$ cat src/rtl/core/cfrs_pkg.sv
// Shared types and codes for the chunked file read sequencer.
// No dependencies; used by every module under rtl/core except cfrs_store.
package cfrs_pkg;

  // input item kinds
  localparam logic [2:0] KIND_START  = 3'd0;
  localparam logic [2:0] KIND_SELSW  = 3'd1;
  localparam logic [2:0] KIND_DATA   = 3'd2;
  localparam logic [2:0] KIND_EMPTY  = 3'd3;
  localparam logic [2:0] KIND_FETCH  = 3'd4;

  // result kinds
  localparam logic [1:0] RK_SELECT = 2'd0;
  localparam logic [1:0] RK_READ   = 2'd1;
  localparam logic [1:0] RK_DONE   = 2'd2;
  localparam logic [1:0] RK_FETCH  = 2'd3;

  // done status codes
  localparam logic [1:0] DS_OK       = 2'd0;
  localparam logic [1:0] DS_SEL_FAIL = 2'd1;
  localparam logic [1:0] DS_NO_DATA  = 2'd2;
  localparam logic [1:0] DS_LIMIT    = 2'd3;

  // result staged between the sequencer and the output queue
  typedef struct packed {
    logic [1:0]  rkind;
    logic [15:0] fid;
    logic [6:0]  p1;
    logic [7:0]  p2;
    logic [1:0]  status;
    logic [15:0] len;
    logic        fetch_ok;   // fetched byte comes from the store read port
  } res_t;

  // entry as it sits in the output queue
  typedef struct packed {
    logic [1:0]  rkind;
    logic [15:0] fid;
    logic [6:0]  p1;
    logic [7:0]  p2;
    logic [1:0]  status;
    logic [15:0] len;
    logic [7:0]  fbyte;
  } out_t;

endpackage

$ cat src/rtl/core/cfrs_outq.sv
// Three-entry result queue that decouples the sequencer from the output stall.
// Uses cfrs_pkg; fed by the result stage of cfrs_ctrl and the store read data.
module cfrs_outq (
  input  logic           clk,
  input  logic           rst_n,
  input  logic           s_v,
  input  cfrs_pkg::res_t s_res,
  input  logic [7:0]     rdata,
  output logic           in_stall,
  output logic           out_valid,
  input  logic           out_stall,
  output cfrs_pkg::out_t head
);

  localparam int QD = 3;

  cfrs_pkg::out_t q_r [QD];
  logic [1:0]     wp_r, rp_r, cnt_r;
  logic [1:0]     wp_nxt, rp_nxt, cnt_nxt;
  logic           push, pop;
  cfrs_pkg::out_t ent;

  function automatic logic [1:0] inc(input logic [1:0] p);
    return (p == 2'(QD - 1)) ? 2'd0 : p + 2'd1;
  endfunction

  always_comb begin
    ent.rkind  = s_res.rkind;
    ent.fid    = s_res.fid;
    ent.p1     = s_res.p1;
    ent.p2     = s_res.p2;
    ent.status = s_res.status;
    ent.len    = s_res.len;
    ent.fbyte  = s_res.fetch_ok ? rdata : 8'd0;
  end

  // one slot is held back for the result still in the stage ahead
  assign in_stall  = ({1'b0, cnt_r} + {2'b00, s_v}) >= 3'(QD);
  assign out_valid = (cnt_r != 2'd0);
  assign head      = q_r[rp_r];
  assign push      = s_v;
  assign pop       = out_valid && !out_stall;
  assign wp_nxt    = push ? inc(wp_r) : wp_r;
  assign rp_nxt    = pop ? inc(rp_r) : rp_r;
  assign cnt_nxt   = cnt_r + {1'b0, push} - {1'b0, pop};

  always_ff @(posedge clk) begin
    if (!rst_n) begin
      wp_r  <= '0;
      rp_r  <= '0;
      cnt_r <= '0;
    end else begin
      wp_r  <= wp_nxt;
      rp_r  <= rp_nxt;
      cnt_r <= cnt_nxt;
    end
  end

  always_ff @(posedge clk) begin
    if (push) begin
      q_r[wp_r] <= ent;
    end
  end

endmodule
$ cat config.mk
export PLATFORM = sky130hd
export DESIGN_NAME = cfrs_outq
export DESIGN_NICKNAME = d
export VERILOG_FILES = /design/src/rtl/core/cfrs_pkg.sv /design/src/rtl/core/cfrs_outq.sv
export SDC_FILE = /design/constraint.sdc
export NUM_CORES = 1
export LEC_CHECK = 0
export BUFFER_PORTS_ARGS = -buffer_cell sky130_fd_sc_hd__buf_2
export CAP_MARGIN = 5
export CORE_MARGIN = 5
export CORE_UTILIZATION = 58
export CTS_BUF_LIST = sky130_fd_sc_hd__clkbuf_4 sky130_fd_sc_hd__clkbuf_8
export DETAILED_ROUTE_END_ITERATION = 6
export PLACE_DENSITY = 0.8
export SYNTH_ARGS = -nofsm -noshare
export SYNTH_HDL_FRONTEND = slang
export SYNTH_SLANG_ARGS = --single-unit
$ cat constraint.sdc
create_clock -name clk -period 8 [get_ports clk]
set_clock_uncertainty 0.1 [all_clocks]
set_input_delay 1.2 -clock clk [delete_from_list [all_inputs] [get_ports clk]]
set_output_delay 1.2 -clock clk [all_outputs]
set_load 0.1 [all_outputs]
==> results of run 1 <==
[path summary, 6_finish.rpt]
path                                            from                    to  slack, ns  cells after the start
worst max-delay path                        register              head[42]       4.24                      3
worst min-delay path            rp_r[0]$_SDFFE_PN0P_  rp_r[0]$_SDFFE_PN0P_       0.42                      2
worst max register to register  wp_r[0]$_SDFFE_PN0P_  q_r[1][42]$_DFFE_PP_       6.19                      3
worst min register to register  rp_r[0]$_SDFFE_PN0P_  rp_r[0]$_SDFFE_PN0P_       0.42                      2
[routing by layer]
metal,routed length [um],part of all wire,vias to the layer above,track usage
met2,5970,0.50,132,0.278
met5,0,0,-,0
met4,216,0.018,0,0.0709
met1,4930,0.41,1844,0.210
li1,-,-,1830,-
met3,824,0.069,19,0.0570
[area by class of cell]
type                            count  area (um2)  share of cell area
Multi-Input combinational cell    215        1390               0.172
Clock inverter                     12         131              0.0162
Timing Repair Buffer              127         643              0.0795
Tap cell                          147         184              0.0227
Inverter                            1        3.75            0.000464
Clock buffer                       20         256              0.0317
Sequential cell                   185        5480               0.677
[cell usage in the layout (no fill, tap or decap)]
| master | synthesis | layout |
|---|---|---|
| nand2b_1 | 3 | 3 |
| a21o_1 | 1 | 1 |
| clkinv_1 | 0 | 5 |
| mux2i_1 | 64 | 64 |
| buf_4 | 2 | 3 |
| clkbuf_8 | 0 | 17 |
| ha_1 | 3 | 3 |
| nor2_4 | 0 | 1 |
| edfxtp_1 | 177 | 177 |
| nand2_1 | 64 | 64 |
| o21ai_0 | 51 | 51 |
| inv_2 | 0 | 1 |
| clkbuf_4 | 0 | 3 |
| nand3b_1 | 2 | 2 |
| buf_2 | 4 | 124 |
| nor3b_2 | 0 | 1 |
| nor2b_1 | 1 | 1 |
| a21boi_0 | 1 | 1 |
| clkinvlp_4 | 0 | 1 |
| o21a_1 | 1 | 1 |
| clkinv_2 | 0 | 3 |
| o21ai_1 | 10 | 10 |
| or2_2 | 1 | 1 |
| and2_1 | 9 | 9 |
| dfxtp_1 | 8 | 6 |
| dfxtp_4 | 0 | 2 |
| o21bai_2 | 1 | 1 |
| bufinv_16 | 0 | 3 |
| or3b_1 | 1 | 1 |
[flip-flops by register name, indices dropped and copies added, names as in the netlist, named ones only]
| register | count |
|---|---|
| q_r | 177 |
| cnt_r | 2 |
| rp_r | 2 |
| wp_r | 2 |
[power by group]
part	leakage, nW	internal, W	switching [W]
combinational	0.917	0.0000687	0.000332
clock	0.198	0.000312	0.000291
sequential	1.71	0.00111	0.0000273
total	2.82	0.00149	0.000651
[cells by family after synthesis]
group | count (synthesis) | synth area share
multiplexers | 64 | 0.0915
buffers and inverters | 21 | 0.0209
adder cells (fa/ha/maj) | 3 | 0.00536
AO/OA/AOI/OAI | 65 | 0.0484
flip-flops | 185 | 0.782
AND/OR/NAND/NOR | 83 | 0.0518
[metrics by stage]
stage | cells | instance area, um2 | power [W]
2_1_floorplan | 421 | 7000 | 0.00149
3_3_place_gp | 675 | 7710 | 0.00155
3_5_place_dp | 675 | 7710 | 0.00156
4_1_cts | 707 | 8090 | 0.00215
5_1_grt | 707 | 8090 | 0.00222
6_report | 707 | 8090 | 0.00214
[worst max-delay path, cell delays in order, from the launching register on]
cell and delay [ns]:
dfxtp_4 1.07, mux2i_1 0.16, o21ai_0 0.26, buf_2 0.48
==> metrics, run 1 <==
DR pass1 iterations=4; setup ws final=4.24 ns; Seq cells post-synth=185; HP Class=reg -> reg; Clk pin slew, worst setup/hold paths=0.09 ns; status=complete, no violations; fin crit period=3.76 ns; Req. time, crit path=6.70 ns; Post-Syn Instances=421; synth warn=0; CP arrival=2.46 ns; Slew Viols, Final=0; Synth area leader=edfxtp_1; Setup CP Type=reg -> out; Final Hold Vio Count=0; Tcrit/Tclk final=0.470; Routed wire per std cell=16.9 um; final setup vio count=0; relative max-transition margin=0.283; first-pass GRT wire length=18.8 mm; CTS Sinks=185; IO Port Bufs=124; total core area=11,900 um2; vias per cell=5.41; Primary FF master, synth=edfxtp_1; vias after detailed routing=3,825; Yosys top cell area share=0.759; Pwr Density=264 nW/um2; Area contributors post-synth=edfxtp_1 (76%), mux2i_1 (9.1%), o21ai_0 (3.6%); CTS max path bufs=2; Worst-Margin Slew=1.08 ns; Setup crit start kind=register; Post-DP HPWL=7.04 mm; post-synthesis area per instance=16.6 um2; Leak=2.82 nW; H-tree Lvls=4; final wirelength=11.9 mm; Post-synth EDFFs=177; final antenna-violating net count=0; Finished Core Util=0.680; CTS Buf Count=17; # diodes=0; DIE HEIGHT=120 um; routability cong.=0.719; Initial Utilization=0.588; row count=40; Ports=125; max-cap viol count=0; Remaining DRCs=0; Post-CTS Hold Buffers=0; vias in the first global route=3,939; post-cts resize count=0; RSZ-0062 raised after global routing=no; post-synth cell types=25; Clock Latency Late Sink=0.45 ns; Root Buffer=clkbuf_8; gr usage total=0.170; Setup crit end kind=output pin; dpl ws=4.39 ns; initial antenna violation count=0; Commonest cells post-synth=edfxtp_1 (177), mux2i_1 (64), nand2_1 (64); drt initial violations=272; Hold Worst Slack=0.424 ns; width of the die=120 um; ratio of cells with drive above 1 in the final layout=0.288; Post-CTS Setup Repair Bufs=0; nets=614; Post-Syn Area=7000 um2; Fin Setup TNS=0 ns; total grt overflow=0; crit-path max FO=59; filler cell count=811; Max Clock Freq=266 MHz; ys async rst share=0; area grow syn2layout=15.6%; Max VDD drop=173 uV; Die ar.=14,400 um2; largest net degree at the start of global routing=119; sequential-to-total area share from yosys stat=0.782; CTS tree=yes; count leader, synth=edfxtp_1; Syn Nets=488
No activity file was read; power rests on OpenSTA's default activity.
==> run 2, diff against run 1 <==
- ABC_AREA: default -> 1
- CORE_UTILIZATION: 58 -> 57
- PLACE_DENSITY: 0.8 -> 0.79
- clock period: 8 -> 3.8 ns (I/O delays scaled with it)
==> metrics, run 2 <==
HP Class=in -> reg; Biggest register=q_r; Max Clock Freq=337 MHz; Setup crit end kind=output pin; Routed wire per std cell=17.9 um (+6.2%); RSZ-0062 raised after global routing=no; vias after detailed routing=4,344 (+14%); CTS max path bufs=2 (unchanged); count leader, synth=edfxtp_1; initial antenna violation count=0 (unchanged); CTS Sinks=185 (unchanged); total core area=12,000 um2 (+0.84%); Post-DP HPWL=8.33 mm (+18%); most frequent cells in the layout=edfxtp_1 (177), buf_2 (124), a21oi_1 (120); logic gate share of total power=0.292 (+0.104); Area contributors post-synth=edfxtp_1 (76%), a21oi_1 (8.6%), nand2_1 (4.2%); dpl cell area=7680 um2 (-0.29%); Pwr Density=609 nW/um2 (+130%); Reg2Reg Setup Slack=1.96 ns (-4.23 ns); Fin Setup TNS=0 ns (unchanged); internal power component=0.00299 W (+100%); # diodes=0 (unchanged); Synth Area in Compound Gates=0.0885 (+0.0401); post-synthesis area per instance=13.6 um2 (-18%); Finished Layout Cells=795 (+12%); reg2reg path depth=3 (unchanged); Seq pwr share=0.483 (-0.047); relative max-transition margin=0.369 (+0.0862); first-pass GRT wire length=22.3 mm (+19%); DR pass1 iterations=5 (+1); combinational family with the most area after synthesis=compound AO/OA/AOI/OAI gates; ys async rst share=0 (unchanged); largest net degree at the start of global routing=60 (-50%); final setup vio count=0 (unchanged); H-tree Lvls=4 (unchanged); Post-Syn Instances=513 (+22%); width of the die=121 um (+0.69%); CTS tree=yes; crit-path max FO=59 (unchanged); DP Cell Count=763 (+13%); nets=702 (+14%); Setup crit start kind=register; sequential-to-total area share from yosys stat=0.784 (+0.00196); ratio of cells with drive above 1 in the final layout=0.258 (-0.0298); max-cap viol count=0 (unchanged); Slew Viols, Final=0 (unchanged); total grt overflow=0 (unchanged); final wirelength=14.3 mm (+19%); commonest non-fill, non-tap cell in the layout=edfxtp_1; Synth area leader=edfxtp_1; Final Hold Vio Count=0 (unchanged); Post-CTS Hold Buffers=0 (unchanged); CTS Buf Count=17 (unchanged); Die ar.=14,600 um2 (+1.4%); Post-CTS Setup Repair Bufs=0 (unchanged); Initial Utilization=0.581 (-0.00636); Hold Crit Depth=1 (-1); simple logic cell fraction of the synthesized area=0.0829 (+0.0311); fin crit period=2.96 ns; Yosys top cell area share=0.761 (+0.00190); multiplexer area fraction after synthesis=0 (-0.0915); CP max stage cell=clkinv_2; Syn Nets=580 (+19%); max FFs per register=177 (unchanged); Remaining DRCs=0 (unchanged); post-route cell area=8010 um2 (-1.0%); final antenna-violating net count=0 (unchanged); vias in the first global route=4,595 (+17%); Post-Syn Area=6980 um2 (-0.25%); Clock Latency Late Sink=0.45 ns (about the same); Worst-Margin Slew=0.945 ns (-0.130 ns); Switch Pwr=0.00189 W (+190%); Clock Power Share=0.224 (-0.058); Post-synth EDFFs=177 (unchanged); Leak=3.12 nW (+10%); status=complete, no violations; DIE HEIGHT=121 um (+0.69%); gr usage total=0.202 (+0.0313); Root Buffer=clkbuf_8; routability cong.=0.771 (+7.2%); Ports=125 (unchanged); Max VDD drop=390 uV (+130%); Clk pin slew, worst setup/hold paths=0.08 ns (about the same); CP arrival=2.29 ns (-0.17 ns); synth warn=0 (unchanged); Seq cells post-synth=185 (unchanged); Post-Synth Adder-Cell Area=0.00537 (+0.0000134); Req. time, crit path=3.13 ns (-3.57 ns); Commonest cells post-synth=edfxtp_1 (177), a21oi_1 (120), nand2_1 (79); Post-Synth XOR/XNOR Area=0 (unchanged); post-synth cell types=16 (-36%); sw frac=0.388 (+0.0836); Tot Pwr=0.00488 W (+130%); drt initial violations=408 (+50%); area grow syn2layout=14.7%; Setup CP Type=reg -> out; critical path, cell by cell=clkinv_2 > nand2_1 > a21oi_1 > buf_2; Tcrit/Tclk final=0.780; vias per cell=5.46 (+1.0%); Primary FF master, synth=edfxtp_1; IO Port Bufs=124 (unchanged); crit-path max cell delay=0.63 ns (-0.44 ns); row count=40 (unchanged); post-cts resize count=0 (unchanged)
[run 2: cell count changes in the layout (fill, tap and decap cells not counted), moves of 15 or more]
cell | before | now
mux2i_1 | 64 | 0
inv_1 | 0 | 18
a21oi_1 | 0 | 120
o21ai_0 | 51 | 2
nor2_1 | 0 | 70
nand2_1 | 64 | 79
[run 2: area by class of cell]
class                      count  area [um2]
sequential                   185        5480
fill                         850        4000
timing repair buffer         130         691
clock inverter                14        85.1
multi-input combinational    279        1250
tap                          147         184
inverter                      22        85.1
clock buffer                  18         241
[run 2: worst paths after layout]
check,endpoint,start
max,head[41],register
min,q_r[0][24]$_DFFE_PP_,s_res[17]
max reg2reg,q_r[1][17]$_DFFE_PP_,wp_r[0]$_SDFFE_PN0P_
min reg2reg,wp_r[1]$_SDFFE_PN0P_,wp_r[1]$_SDFFE_PN0P_
[run 2: worst max-delay path: cells and delay by family, from the launching register on]
| family | cells | cell delay [ns] |
|---|---|---|
| flip-flops | 1 | 0.33 |
| AO/OA/AOI/OAI | 1 | 0.26 |
| buffers and inverters | 2 | 1.10 |
| AND/OR/NAND/NOR | 1 | 0.14 |
[run 2: power groups by stage]
| stage | Sequential (W) | Combinational [W] | Clock, W |
|---|---|---|---|
| 2_1_floorplan | 0.00240 | 0.00119 | 0 |
| 6_report | 0.00236 | 0.00143 | 0.00110 |
| 3_3_place_gp | 0.00240 | 0.00142 | 0 |
| 3_5_place_dp | 0.00240 | 0.00143 | 0 |
| 5_1_grt | 0.00237 | 0.00149 | 0.00122 |
| 4_1_cts | 0.00236 | 0.00143 | 0.00112 |
[run 2: cells by family (layout without fill, tap and decap cells)]
logic type / after synthesis / in the layout
compound gates: 123 / 123
fa+ha+maj: 3 / 3
buf+inv: 49 / 184
flops: 185 / 185
simple gates: 153 / 153
[run 2: layer usage]
metal,GRT usage,vias up,wire length [um]
met5,0,-,0
met4,0.0659,0,240
met3,0.0561,28,823
met2,0.344,141,7400
met1,0.250,2110,5790
li1,-,2065,-
[run 2: through the flow]
step                       util  hold WS, ns  setup slack, ns
after floorplan               -        0.353            0.347
final                     0.667        0.216            0.837
after global placement    0.640        0.365             1.35
after detailed placement  0.640        0.372             1.33
after global routing      0.667        0.171            0.657
after CTS                 0.667        0.180            0.819
