===== config.mk =====
export PLATFORM = sky130hd
export DESIGN_NAME = cfrs_ctrl
export DESIGN_NICKNAME = d
export VERILOG_FILES = /design/src/rtl/core/cfrs_pkg.sv /design/src/rtl/core/cfrs_ctrl.sv
export SDC_FILE = /design/constraint.sdc
export NUM_CORES = 1
export LEC_CHECK = 0
export BUFFER_PORTS_ARGS = -buffer_cell sky130_fd_sc_hd__buf_4
export CAP_MARGIN = 25
export CORE_MARGIN = 5
export CORE_UTILIZATION = 60
export DETAILED_ROUTE_END_ITERATION = 12
export PLACE_DENSITY = 0.84
export SYNTH_ARGS = -nofsm -noshare
export SYNTH_HDL_FRONTEND = slang
export SYNTH_SLANG_ARGS = --single-unit

===== constraint.sdc =====
create_clock -name clk -period 12.8 [get_ports clk]
set_clock_uncertainty 0.05 [all_clocks]
set_input_delay 1.28 -clock clk [delete_from_list [all_inputs] [get_ports clk]]
set_output_delay 1.28 -clock clk [all_outputs]
set_load 0.1 [all_outputs]

===== src/rtl/core/cfrs_pkg.sv =====
// Shared types and codes for the chunked file read sequencer.
// No dependencies; used by every module under rtl/core except cfrs_store.
package cfrs_pkg;

  // input item kinds
  localparam logic [2:0] KIND_START  = 3'd0;
  localparam logic [2:0] KIND_SELSW  = 3'd1;
  localparam logic [2:0] KIND_DATA   = 3'd2;
  localparam logic [2:0] KIND_EMPTY  = 3'd3;
  localparam logic [2:0] KIND_FETCH  = 3'd4;

  // result kinds
  localparam logic [1:0] RK_SELECT = 2'd0;
  localparam logic [1:0] RK_READ   = 2'd1;
  localparam logic [1:0] RK_DONE   = 2'd2;
  localparam logic [1:0] RK_FETCH  = 2'd3;

  // done status codes
  localparam logic [1:0] DS_OK       = 2'd0;
  localparam logic [1:0] DS_SEL_FAIL = 2'd1;
  localparam logic [1:0] DS_NO_DATA  = 2'd2;
  localparam logic [1:0] DS_LIMIT    = 2'd3;

  // result staged between the sequencer and the output queue
  typedef struct packed {
    logic [1:0]  rkind;
    logic [15:0] fid;
    logic [6:0]  p1;
    logic [7:0]  p2;
    logic [1:0]  status;
    logic [15:0] len;
    logic        fetch_ok;   // fetched byte comes from the store read port
  } res_t;

  // entry as it sits in the output queue
  typedef struct packed {
    logic [1:0]  rkind;
    logic [15:0] fid;
    logic [6:0]  p1;
    logic [7:0]  p2;
    logic [1:0]  status;
    logic [15:0] len;
    logic [7:0]  fbyte;
  } out_t;

endpackage


===== src/rtl/core/cfrs_ctrl.sv =====
// Read sequencer: phase control, incremental BER header parse, store access.
// Uses cfrs_pkg; drives the store ports and a registered result stage.
module cfrs_ctrl #(
  parameter int MAX_BYTES = 32768,
  localparam int AW = $clog2(MAX_BYTES),
  localparam int CW = $clog2(MAX_BYTES + 1)
) (
  input  logic            clk,
  input  logic            rst_n,
  input  logic            acc,
  input  logic [2:0]      kind,
  input  logic [15:0]     file_id,
  input  logic            skip_select,
  input  logic [7:0]      select_sw1,
  input  logic [7:0]      data_byte,
  input  logic            chunk_last,
  input  logic [14:0]     fetch_index,
  output logic            we,
  output logic [AW-1:0]   waddr,
  output logic [7:0]      wdata,
  output logic            re,
  output logic [AW-1:0]   raddr,
  output logic            s_v_r,
  output cfrs_pkg::res_t  s_res_r
);

  typedef enum logic [1:0] {PH_IDLE, PH_SELECT, PH_READ} phase_t;

  typedef enum logic [2:0] {
    HS_TAG1, HS_TAGN, HS_LEN, HS_LEN3, HS_LEN2, HS_LEN1, HS_DONE, HS_BAD
  } hstage_t;

  typedef struct packed {
    hstage_t     stage;
    logic [15:0] pos;
    logic [23:0] acc;
  } hdr_t;

  localparam logic [7:0] TAG_NUM_MASK = 8'h1F;
  localparam logic [7:0] MORE_BIT     = 8'h80;
  localparam logic [7:0] LONG_1       = 8'h81;
  localparam logic [7:0] LONG_2       = 8'h82;
  localparam logic [7:0] LONG_3       = 8'h83;
  localparam logic [7:0] SW1_OK       = 8'h90;
  localparam logic [7:0] SW1_WARN     = 8'h62;

  function automatic hdr_t parse(input hdr_t h, input logic [7:0] b);
    hdr_t o;
    o = h;
    case (h.stage)
      HS_TAG1: begin
        o.stage = ((b & TAG_NUM_MASK) == TAG_NUM_MASK) ? HS_TAGN : HS_LEN;
        o.pos   = h.pos + 16'd1;
      end
      HS_TAGN: begin
        if ((b & MORE_BIT) == 8'h00) begin
          o.stage = HS_LEN;
        end
        o.pos = h.pos + 16'd1;
      end
      HS_LEN: begin
        if (b < MORE_BIT) begin
          o.acc   = {16'd0, b};
          o.pos   = h.pos + 16'd1;
          o.stage = HS_DONE;
        end else if (b == LONG_1) begin
          o.acc   = '0;
          o.pos   = h.pos + 16'd2;
          o.stage = HS_LEN1;
        end else if (b == LONG_2) begin
          o.acc   = '0;
          o.pos   = h.pos + 16'd3;
          o.stage = HS_LEN2;
        end else if (b == LONG_3) begin
          o.acc   = '0;
          o.pos   = h.pos + 16'd4;
          o.stage = HS_LEN3;
        end else begin
          o.stage = HS_BAD;
        end
      end
      HS_LEN3: begin
        o.acc   = {h.acc[15:0], b};
        o.stage = HS_LEN2;
      end
      HS_LEN2: begin
        o.acc   = {h.acc[15:0], b};
        o.stage = HS_LEN1;
      end
      HS_LEN1: begin
        o.acc   = {h.acc[15:0], b};
        o.stage = HS_DONE;
      end
      default: begin
      end
    endcase
    return o;
  endfunction

  phase_t         phase_r, phase_nxt;
  hdr_t           hdr_r, hdr_nxt, hdr_p;
  logic [CW-1:0]  cnt_r, cnt_nxt;
  logic [24:0]    total_r, total_nxt;
  logic           frozen_r, frozen_nxt;
  logic           res_v;
  cfrs_pkg::res_t res;
  logic           full;
  logic [14:0]    offset;

  assign full   = (32'(cnt_r) >= MAX_BYTES);
  assign hdr_p  = parse(hdr_r, data_byte);
  assign waddr  = cnt_r[AW-1:0];
  assign wdata  = data_byte;
  assign raddr  = fetch_index[AW-1:0];
  assign offset = 15'(cnt_nxt);

  always_comb begin
    phase_nxt  = phase_r;
    hdr_nxt    = hdr_r;
    cnt_nxt    = cnt_r;
    total_nxt  = total_r;
    frozen_nxt = frozen_r;
    res_v      = 1'b0;
    res        = '0;
    we         = 1'b0;
    re         = 1'b0;
    case (kind)
      cfrs_pkg::KIND_START: begin
        hdr_nxt    = '{stage: HS_TAG1, pos: 16'd0, acc: 24'd0};
        cnt_nxt    = '0;
        total_nxt  = '0;
        frozen_nxt = 1'b0;
        res_v      = 1'b1;
        if (skip_select) begin
          phase_nxt = PH_READ;
          res.rkind = cfrs_pkg::RK_READ;
        end else begin
          phase_nxt = PH_SELECT;
          res.rkind = cfrs_pkg::RK_SELECT;
          res.fid   = file_id;
        end
      end
      cfrs_pkg::KIND_SELSW: begin
        if (phase_r == PH_SELECT) begin
          res_v = 1'b1;
          if (select_sw1 == SW1_OK || select_sw1 == SW1_WARN) begin
            phase_nxt = PH_READ;
            res.rkind = cfrs_pkg::RK_READ;
          end else begin
            phase_nxt  = PH_IDLE;
            res.rkind  = cfrs_pkg::RK_DONE;
            res.status = cfrs_pkg::DS_SEL_FAIL;
          end
        end
      end
      cfrs_pkg::KIND_DATA: begin
        if (phase_r == PH_READ) begin
          if (!full) begin
            we      = acc;
            cnt_nxt = cnt_r + CW'(1);
            if (!frozen_r) begin
              hdr_nxt = hdr_p;
            end
          end
          if (chunk_last) begin
            res_v = 1'b1;
            if (!frozen_r && cnt_nxt >= CW'(4)) begin
              frozen_nxt = 1'b1;
              total_nxt  = (hdr_nxt.stage == HS_DONE)
                         ? (25'(hdr_nxt.pos) + 25'(hdr_nxt.acc)) : 25'd0;
            end
            if (total_nxt != 25'd0 && 25'(cnt_nxt) >= total_nxt) begin
              phase_nxt  = PH_IDLE;
              res.rkind  = cfrs_pkg::RK_DONE;
              res.status = cfrs_pkg::DS_OK;
              res.len    = total_nxt[15:0];
            end else if (32'(cnt_nxt) >= MAX_BYTES) begin
              phase_nxt  = PH_IDLE;
              res.rkind  = cfrs_pkg::RK_DONE;
              res.status = cfrs_pkg::DS_LIMIT;
              res.len    = 16'(MAX_BYTES);
            end else begin
              res.rkind = cfrs_pkg::RK_READ;
              res.p1    = offset[14:8];
              res.p2    = offset[7:0];
            end
          end
        end
      end
      cfrs_pkg::KIND_EMPTY: begin
        if (phase_r == PH_READ) begin
          phase_nxt = PH_IDLE;
          res_v     = 1'b1;
          res.rkind = cfrs_pkg::RK_DONE;
          if (cnt_r == '0) begin
            res.status = cfrs_pkg::DS_NO_DATA;
          end else begin
            res.status = cfrs_pkg::DS_OK;
            res.len    = 16'(cnt_r);
          end
        end
      end
      cfrs_pkg::KIND_FETCH: begin
        res_v        = 1'b1;
        res.rkind    = cfrs_pkg::RK_FETCH;
        res.fetch_ok = (32'(fetch_index) < MAX_BYTES);
        re           = acc && res.fetch_ok;
      end
      default: begin
      end
    endcase
  end

  always_ff @(posedge clk) begin
    if (!rst_n) begin
      phase_r  <= PH_IDLE;
      hdr_r    <= '{stage: HS_TAG1, pos: 16'd0, acc: 24'd0};
      cnt_r    <= '0;
      total_r  <= '0;
      frozen_r <= 1'b0;
      s_v_r    <= 1'b0;
    end else begin
      s_v_r <= acc && res_v;
      if (acc) begin
        phase_r  <= phase_nxt;
        hdr_r    <= hdr_nxt;
        cnt_r    <= cnt_nxt;
        total_r  <= total_nxt;
        frozen_r <= frozen_nxt;
      end
    end
  end

  always_ff @(posedge clk) begin
    if (acc) begin
      s_res_r <= res;
    end
  end

endmodule


==> flow_metrics.py <==
metrics = {
    "synthesis": {
        "synth_cells": 1193,
        "synthTopCellsByArea": "dfxtp_1 (18%), edfxtp_1 (16%), nor2_1 (7.0%)",
        "synth_fp_nets": 1289,
        "synth-edff-count": 52,
        "syn_area_um2": 9660,
        "ys_ff_latch": 140,
        "postSynthAreaPerCell_um2": 8.10,
        "synthDistinctLibCells": 81,
        "ys.warnings.count": 0,
        "yosysMostFrequentCell": "nor2_1",
        "yosysSeqAreaShare_pct": 34.4,
        "synth_top_area_share_pct": 18.2,
        "yosys-top-cells-count": "nor2_1 (181), dfxtp_1 (88), a21oi_1 (87), nand2_1 (85), clkbuf_1 (77)",
        "synth_flop_cell": "dfxtp_1",
        "synth_top_area_cell": "dfxtp_1",
        "synthArstFlopShare_pct": 0,
    },
    "timing": {
        "max-slew-margin-rel_pct": 34.2,
        "rsz0062_at_grt": "false",
        "slew_violations": 0,
        "fin_crit_sh_pct": 62.0,
        "setup_viol": 0,
        "finalSetupTns_ps": 0,
        "fmax_mhz": 126,
        "worst_pin_slew_ps": 988,
        "fin_crit_ps": 7940,
        "hold_violations": 0,
    },
    "layout": {
        "diodes": 0,
        "drive_gt1_share_pct": 14.6,
        "syn2layout_area_growth_pct": 12.4,
        "nets": 1308,
        "design_area_um2": 10900,
        "finalNonFillerCells": 1441,
        "utilization_pct": 68.6,
    },
    "worst_setup_path": {
        "cp.required_ps": 12990,
        "r2r_end": "s_res_r[12]$_DFFE_PP_",
        "critPathMaxFanout": 14,
        "crit_type": "in -> reg",
        "cpMaxStageDelayCell": "or4b_1",
        "reg2reg_setup_slack_ps": 5430,
        "r2r_cells": 24,
        "crit_end": "s_res_r[12]$_DFFE_PP_",
        "max_stage_delay_ps": 660,
        "critPathLaunch": "data_byte[5]",
        "endpoint_kind": "register",
        "critPathLaunchType": "input port",
        "crit_arrival_ps": 8130,
        "r2r_start": "hdr_r[41]$_SDFFE_PN0P_",
    },
    "global_routing": {
        "gr-total-overflow": 0,
        "use_met1_pct": 37.9,
        "met3_usage_pct": 5.18,
        "antenna_found_initial": 0,
        "grt_pass1_vias": 8617,
        "grt_pass1_wl_um": 44600,
        "busiest_layer": "met2",
        "grtUsageMet2_pct": 49.6,
        "grt_max_degree": 89,
        "grt_usage_pct": 30.0,
    },
    "power": {
        "p_total_mw": 1.11,
        "ir_worst_vdd_mv": 0.101,
        "power_density_nw_per_um2": 102,
        "p_leak_nw": 4.09,
    },
    "placement": {
        "placed_cell_area_um2": 10300,
        "hpwl_um": 20100,
        "gp_congestion": 0.962,
        "dp_cells": 1408,
        "io_buffers": 117,
    },
    "cts": {
        "htree_levels": 4,
        "cts_setup_buffers": 0,
        "root_buffer": "clkbuf_16",
        "insertion_delay_ps": 450,
        "cts_hold_buf": 0,
        "cts_made_buffers": 17,
        "path_clk_slew_ps": 60,
        "cts_tree": "built",
        "cts_resized": 0,
        "clk_path_buf_depth": 2,
        "cts_num_sinks": 140,
    },
    "routing": {
        "antenna_left": 0,
        "via_per_inst": 6.60,
        "dr.first_iter.drc_count": 1156,
        "vias": 9513,
        "routedWlPerCell_um": 19.8,
        "first_pass_iters": 6,
        "drc": 0,
        "wl_um": 28500,
    },
    "floorplanning": {
        "pin_count": 148,
        "fp-row-count": 46,
        "die_x_um": 137,
        "coreArea_um2": 15800,
        "die_h_um": 137,
        "initial_core_util_pct": 61.0,
        "die-area_um2": 18700,
    },
    "job": {
        "maxCapViolCount": 0,
    },
    "run_status": {
        "status": "completed",
    },
    "hold_path": {
        "min_path_type": "reg -> reg",
    },
}
worst max-delay path: cells and delay by family:
kind / cells / cell delay (ps)
xor gates and xnor gates: 1 / 150
buffers and inverters: 1 / 120
adders and majority gates: 2 / 760
and+or+nand+nor: 9 / 2850
AOI/OAI and AO/OA: 13 / 2930
worst min path at each step:
stage,start,cells past startpoint,to
after global routing,phase_r[0]$_SDFFE_PN0P_,2,phase_r[0]$_SDFFE_PN0P_
after floorplan,total_r[17]$_SDFFE_PN0P_,2,total_r[17]$_SDFFE_PN0P_
after global placement,total_r[17]$_SDFFE_PN0P_,2,total_r[17]$_SDFFE_PN0P_
final,total_r[17]$_SDFFE_PN0P_,2,total_r[17]$_SDFFE_PN0P_
after CTS,total_r[17]$_SDFFE_PN0P_,2,total_r[17]$_SDFFE_PN0P_
after detailed placement,total_r[17]$_SDFFE_PN0P_,2,total_r[17]$_SDFFE_PN0P_
stage by stage:
stage,worst slack (ps),hold WS (ps)
CTS,5030,412
finish,4860,418
detailed placement,4630,400
global route,4430,452
global placement,4810,395
floorplan,5770,387
routing by layer:
layer	vias to the layer above	wire, um
li1	4415	-
met1	4431	11000
met2	568	13500
met3	99	2610
met4	0	1360
met5	-	0
power by group:
part | leakage, nW | switching, mW | internal, mW
Combinational | 2.58 | 0.103 | 0.0269
Clock | 0.295 | 0.216 | 0.294
Sequential | 1.22 | 0.00332 | 0.469
Total | 4.09 | 0.322 | 0.790
sequential cells by signal, indices dropped and copies added, names as in the netlist:
signal	flops
s_res_r	52
hdr_r	43
total_r	25
cnt_r	16
phase_r	2
frozen_r	1
s_v_r	1
logic make-up (layout without fill, tap and decap cells):
group / count (synthesis) / count (layout) / synth area share [%]
buffers and inverters: 148 / 180 / 7.34
AO/OA/AOI/OAI: 352 / 352 / 24.8
XOR/XNOR: 42 / 42 / 3.81
AND/OR/NAND/NOR: 463 / 463 / 23.5
flip-flops: 140 / 140 / 34.4
multiplexers: 7 / 7 / 0.777
adder cells (fa/ha/maj): 41 / 41 / 5.39
cell type report:
class / count / area (um^2)
Clock buffer: 17 / 425
Clock inverter: 15 / 176
Fill cell: 1291 / 4960
Inverter: 23 / 86.3
Multi-Input combinational cell: 905 / 5640
Sequential cell: 140 / 3320
Tap cell: 216 / 270
Timing Repair Buffer: 125 / 938
cell usage in the layout (no fill, tap or decap), types with 5 or more instances in the layout:
cell type | netlist | routed
xnor2_1 | 18 | 18
xor2_1 | 24 | 24
nand3_1 | 20 | 20
o211ai_1 | 12 | 12
a211oi_1 | 8 | 8
o21ai_0 | 55 | 54
nand4_1 | 24 | 24
clkbuf_16 | 0 | 17
nor4_1 | 15 | 14
and3_1 | 12 | 12
dfxtp_1 | 88 | 88
or3_1 | 9 | 9
nor4b_1 | 6 | 6
nor2_1 | 181 | 180
o31ai_1 | 8 | 8
nand2_1 | 85 | 85
buf_4 | 38 | 125
and2_1 | 29 | 29
nand3b_1 | 6 | 6
a22oi_1 | 64 | 64
a21o_1 | 13 | 13
a31oi_1 | 15 | 15
a21oi_1 | 87 | 87
nor3_1 | 21 | 21
or4_1 | 5 | 5
nor2b_1 | 9 | 9
o22ai_1 | 6 | 6
a32oi_1 | 7 | 7
a22o_1 | 20 | 20
nand2b_1 | 15 | 15
a221o_1 | 6 | 6
ha_1 | 40 | 40
edfxtp_1 | 52 | 52
o31a_1 | 6 | 6
inv_1 | 22 | 22
(Power assumes the default switching activity.)
